### src/r2fft_pkg.sv
// Shared constants, types and twiddle ROM for the radix-2 FFT block.
package r2fft_pkg;

    localparam int MAX_POINTS_DEF  = 64;
    localparam int SAMPLE_BITS_DEF = 16;
    localparam int TW_SHIFT        = 15;

    localparam logic CFG_SIZE_LOG2    = 1'b0;
    localparam logic CFG_INVERSE_MODE = 1'b1;

    // Control word handed from the front end to the transform engine.
    typedef struct packed {
        logic [2:0] k;
        logic       inv;
    } r2fft_job_t;

    // cos(2*pi*m/64) * 2^15 for m = 0..16.
    function automatic logic signed [16:0] quarter_cos(input logic [4:0] m);
        logic signed [16:0] v;
        unique case (m)
            5'd0:  v = 17'sd32768;
            5'd1:  v = 17'sd32610;
            5'd2:  v = 17'sd32138;
            5'd3:  v = 17'sd31357;
            5'd4:  v = 17'sd30274;
            5'd5:  v = 17'sd28899;
            5'd6:  v = 17'sd27246;
            5'd7:  v = 17'sd25330;
            5'd8:  v = 17'sd23170;
            5'd9:  v = 17'sd20788;
            5'd10: v = 17'sd18205;
            5'd11: v = 17'sd15447;
            5'd12: v = 17'sd12540;
            5'd13: v = 17'sd9512;
            5'd14: v = 17'sd6393;
            5'd15: v = 17'sd3212;
            default: v = 17'sd0;
        endcase
        return v;
    endfunction

    // Twiddle cos and sin parts for W^m, m taken modulo 32.
    function automatic logic signed [33:0] twiddle(input logic [4:0] m);
        logic signed [16:0] c;
        logic signed [16:0] s;
        if (m <= 5'd16) begin
            c = quarter_cos(m);
            s = quarter_cos(5'd16 - m);
        end else begin
            c = -quarter_cos(5'd0 - m);
            s = quarter_cos(m - 5'd16);
        end
        return {c, s};
    endfunction

endpackage

### src/r2fft_front.sv
// Front end: loads samples, tracks the fill count and issues transform jobs.
module r2fft_front
    import r2fft_pkg::*;
#(
    parameter int MAX_POINTS  = MAX_POINTS_DEF,
    parameter int SAMPLE_BITS = SAMPLE_BITS_DEF,
    localparam int AW = $clog2(MAX_POINTS),
    localparam int KMAX = $clog2(MAX_POINTS)
) (
    input  logic                          aclk,
    input  logic                          aresetn,
    input  logic                          s_valid,
    output logic                          s_ready,
    input  logic signed [SAMPLE_BITS-1:0] s_sample_real,
    input  logic signed [SAMPLE_BITS-1:0] s_sample_imag,
    input  logic [2:0]                    size_log2,
    input  logic                          inverse_mode,
    input  logic                          eng_busy,
    output logic                          wr_en,
    output logic [AW-1:0]                 wr_addr,
    output logic signed [SAMPLE_BITS-1:0] wr_re,
    output logic signed [SAMPLE_BITS:0]   wr_im,
    output logic                          job_valid,
    output r2fft_job_t                    job
);

    logic [6:0] count_reg, count_next;
    logic [2:0] k_eff;
    logic [6:0] n_pts;
    logic [6:0] count_inc;

    always_comb begin
        if (size_log2 > 3'(KMAX)) k_eff = 3'(KMAX);
        else                      k_eff = size_log2;
        n_pts = 7'd1 << k_eff;
    end

    // The store holds one transform: no loading while the engine owns it.
    assign s_ready   = !eng_busy;
    assign wr_en     = s_valid && s_ready;
    assign wr_addr   = count_reg[AW-1:0];
    assign wr_re     = s_sample_real;
    // Widen by one bit so that negating the most negative sample stays exact.
    assign wr_im     = inverse_mode ? -{s_sample_imag[SAMPLE_BITS-1], s_sample_imag}
                                    : {s_sample_imag[SAMPLE_BITS-1], s_sample_imag};
    assign count_inc = count_reg + 7'd1;
    assign job_valid = wr_en && (count_inc >= n_pts);
    assign job.k     = k_eff;
    assign job.inv   = inverse_mode;

    always_comb begin
        count_next = count_reg;
        if (job_valid)  count_next = '0;
        else if (wr_en) count_next = count_inc;
    end

    always_ff @(posedge aclk) begin
        if (!aresetn) count_reg <= '0;
        else          count_reg <= count_next;
    end

endmodule

### config.mk
export PLATFORM = sky130hd
export DESIGN_NAME = r2fft_front
export DESIGN_NICKNAME = d
export VERILOG_FILES = /design/src/r2fft_pkg.sv /design/src/r2fft_front.sv
export SDC_FILE = /design/constraint.sdc
export NUM_CORES = 1
export LEC_CHECK = 0
export BUFFER_PORTS_ARGS = -buffer_cell sky130_fd_sc_hd__buf_2
export CAP_MARGIN = 20
export CORE_MARGIN = 1.5
export CORE_UTILIZATION = 41
export DETAILED_ROUTE_END_ITERATION = 8
export GPL_TIMING_DRIVEN = 0
export PLACE_DENSITY = 0.86
export SYNTH_ARGS = -nofsm -noshare
export SYNTH_HDL_FRONTEND = slang
export SYNTH_SLANG_ARGS = --single-unit
### constraint.sdc
create_clock -name aclk -period 4.4 [get_ports aclk]
set_clock_uncertainty 0.15 [all_clocks]
set_input_delay 1.1 -clock aclk [delete_from_list [all_inputs] [get_ports aclk]]
set_output_delay 1.1 -clock aclk [all_outputs]
set_load 0.01 [all_outputs]
==> impl_summary.txt <==
----------------------------------------------------
[Run status]
  Result of the run ... complete, no violations

[Worst setup path]
  Data arrival time of the critical path ... ~3100 ps
  Sort of element at the end of the critical path ... output pin
  Crit path top cell by count ... sky130_fd_sc_hd__buf_2
  Slowest CP cell ... sky130_fd_sc_hd__o31ai_2
  Highest fanout seen on the critical path ... 8
  Required time of the worst setup path ... between 3000 and 4000 ps
  Crit Path Category ... primary input to output pin
  List of cells traversed by the critical path ... buf_2 > or3b_2 > ha_1 > o21a_1 > nor2_1 > o31ai_2 > and2_1 > buf_2
  Worst setup slack for register-to-register paths ... roughly 1900 ps
  Peak per-stage delay on the critical path ... ~580 ps
  Worst setup SP type ... primary input

[Yosys]
  Mean instance size in the synthesized netlist ... around 8 sq um
  Number of distinct library cells after synthesis ... 33
  Syn Std Cell Area ... about 1200 sq um
  Post-synth top cells ... sky130_fd_sc_hd__buf_4, sky130_fd_sc_hd__xnor2_1, sky130_fd_sc_hd__nand2_1
  Syn Nets ... just under 200
  Synthesized instance count ... about 140
  Share of the synthesized area in the top cell type ... between 15 and 20%
  Total of flip-flops plus latches after synthesis ... 7
  Share of flip-flops with an asynchronous set or reset ... 0%
  Most common cell in the synthesized netlist ... sky130_fd_sc_hd__buf_4
  Cell types occupying the most area after synthesis ... sky130_fd_sc_hd__xnor2_1, sky130_fd_sc_hd__buf_4, sky130_fd_sc_hd__dfxtp_1
  Synth area leader ... sky130_fd_sc_hd__xnor2_1
  Main flop type after synthesis ... sky130_fd_sc_hd__dfxtp_1
  Synth warn ... 0
  Seq/Total Area, Yosys ... between 10% and 20%
  Count of flip-flops with a built-in enable after synthesis ... 0

[Detailed routing]
  Vias per cell ... ~4.8
  Number of vias after detailed routing ... about 1200
  Remaining DRCs ... 0
  Total routed wirelength ... 2570 um
  Average wire per cell in the routed design ... approximately 10 um
  Initial DRT Pass Iterations ... 4
  Antenna viol nets, final ... 0
  Detailed router's first-iteration violation count ... 19

[Pwr]
  Switching power total ... around 0.09 mW
  Proportion of power drawn by combinational gates ... 50.7%
  Power density normalized to cell area ... approximately 160 nW/um^2
  Proportion of power drawn by flip-flops and latches ... between 20% and 30%
  Internal cell power ... ~0.16 mW
  Switching power as a share of total power ... between 30% and 40%
  Fraction of power consumed by the clock network ... 23.0%
  Worst supply voltage drop on vdd ... 159 uV
  Static Leak ... ~0.79 nW

[STA]
  Final Setup Violations ... 0
  Final Hold Fails ... 0
  Worst slew pin tran ... ~630 ps
  RSZ-0062 raised after global routing ... no
  Slew HR ... slightly below 60%
  Slew Viols, Final ... 0
  Final hold slack ... ~380 ps
  Max Clock Freq ... 231 MHz
  Shortest period the worst path allows ... around 4300 ps
  Total negative slack ... 0 ps
  Period utilization ... between 90% and 100%

[CTS]
  Clk sinks ... 7
  Clock H-tree levels ... 1
  Count of buffers added by post-CTS timing repair for setup ... 0
  Quantity of hold-fixing buffers added after cts ... 0
  Maximum clock insertion buffer count ... 2
  Clock tree from TritonCTS ... built
  Worst-Skew Late Latency ... around 250 ps
  Worst-path clk slew ... around 50 ps
  Num CTS Buffers ... 3
  Number of gates given a new drive strength after cts ... 0
  Clock root buffer ... sky130_fd_sc_hd__clkbuf_4

[Die]
  Die span in x ... 56.2 um
  Effective utilization at floorplan ... between 40% and 50%
  Overall die area ... between 3000 and 4000 sq um
  Core box area ... ~2700 sq um
  Vertical die dimension ... around 56 um
  Number of top-level pins ... 86
  Cell row count ... 19

[Cells and area]
  Ratio of cells with drive above 1 in the final layout ... between 40% and 50%
  Number of standard cells in the final layout excluding fillers ... 247
  Number of antenna repair diodes ... 0
  Area growth from synthesis to layout ... 35.0%
  Sequential cell area ... between 100 and 150 sq um
  Total area of multi-input combinational cells ... roughly 800 sq um
  Largest register FFs ... 7
  Layout net count ... approximately 270
  Fill cell instance count of the final layout ... 257

[GRT]
  Vias in the first global route ... about 940
  GR met3 Demand/Resource ... 2.09%
  Peak-usage layer in the global routing report ... met2
  Maximum number of pins on one net before global-route repair ... 11
  Initial antenna violation count ... 0
  Met1 Resource Use GR ... 18.8%
  GRT Overall Usage ... ~15%
  Total gr overflow ... 0
  Global-route wire length before repair ... 3930 um
  Fraction of met2 tracks used by global routing ... between 20% and 30%

[Hold path]
  Worst min path class ... flip-flop to flip-flop

[Placed design]
  GP Congestion ... approximately 0.76
  Total half-perimeter wirelength after legalization and detailed placement ... 2140 um
  Post-placement cell count ... around 240
  PortBufs ... between 60 and 70

[Flow run]
  Maxcap violations ... 0

----------------------------------------------------
## placed cells by master (no fill, tap or decap), types with 3 or more instances in the layout
master                     instances
sky130_fd_sc_hd__buf_2            70
sky130_fd_sc_hd__buf_4            24
sky130_fd_sc_hd__xnor2_1          22
sky130_fd_sc_hd__nand2_1          14
sky130_fd_sc_hd__ha_1              9
sky130_fd_sc_hd__nor2_1            7
sky130_fd_sc_hd__dfxtp_1           7
sky130_fd_sc_hd__inv_1             6
sky130_fd_sc_hd__a211oi_1          6
sky130_fd_sc_hd__nor3_1            5
sky130_fd_sc_hd__nand3_1           4
sky130_fd_sc_hd__clkbuf_1          4
sky130_fd_sc_hd__o21ai_0           4
sky130_fd_sc_hd__nand2b_1          3
sky130_fd_sc_hd__xor2_1            3
sky130_fd_sc_hd__and2_1            3
sky130_fd_sc_hd__o31ai_2           3
sky130_fd_sc_hd__clkbuf_4          3
## power by group through the flow
stage | registers (mW) | logic (mW) | clock network, mW
2_1_floorplan | 0.0673 | 0.0779 | 0
3_3_place_gp | 0.0677 | 0.126 | 0
3_5_place_dp | 0.0676 | 0.129 | 0
4_1_cts | 0.0663 | 0.129 | 0.0608
5_1_grt | 0.0664 | 0.139 | 0.0651
6_report | 0.0664 | 0.128 | 0.0581
## final cells by class
type / count / area share (%)
buffer: 29 / 12.9
inverter: 6 / 1.44
clock buffer: 4 / 1.68
tap: 31 / 2.48
timing repair buffer: 68 / 21.8
multi-input combinational: 102 / 50.8
sequential: 7 / 8.96
## logic make-up (layout without fill, tap and decap cells)
| logic type | count (synthesis) | in the layout | share of synthesized area (%) |
|---|---|---|---|
| compound gates | 24 | 24 | 18.4 |
| xor+xnor | 25 | 25 | 18.9 |
| fa+ha+maj | 9 | 9 | 9.72 |
| buf+inv | 35 | 107 | 19.3 |
| flops | 7 | 7 | 12.1 |
| simple gates | 44 | 44 | 21.6 |
## worst max-delay path, delay by kind of cell
family / cells / cell delay, ps
simple gates: 3 / 730
buf+inv: 2 / 260
fa+ha+maj: 1 / 280
compound gates: 2 / 700
## per-layer routing
metal  share of wire (%)  routed length (um)
met1                  44                1140
met2                  49                1260
met3                 6.2                 159
met4                0.23                   6
met5                   0                   0
## metrics by stage
step	area (sq um)	total power, mW	util, %	setup WS, ps
2_1_floorplan	1160	0.145	-	517
3_3_place_gp	1540	0.194	56.7	118
3_5_place_dp	1540	0.197	56.7	73.2
4_1_cts	1560	0.256	57.7	84.6
5_1_grt	1560	0.271	57.7	3.37
6_report	1560	0.253	57.7	79.9
## path summary, 6_finish.rpt
path | from | endpoint | depth (start not counted)
max | size_log2[2] | job_valid | 8
max reg2reg | count_reg[0] | count_reg[1] | 8
min reg2reg | count_reg[1] | count_reg[1] | 2
min | count_reg[1] | count_reg[1] | 2
No activity file was read; power rests on OpenSTA's default activity.
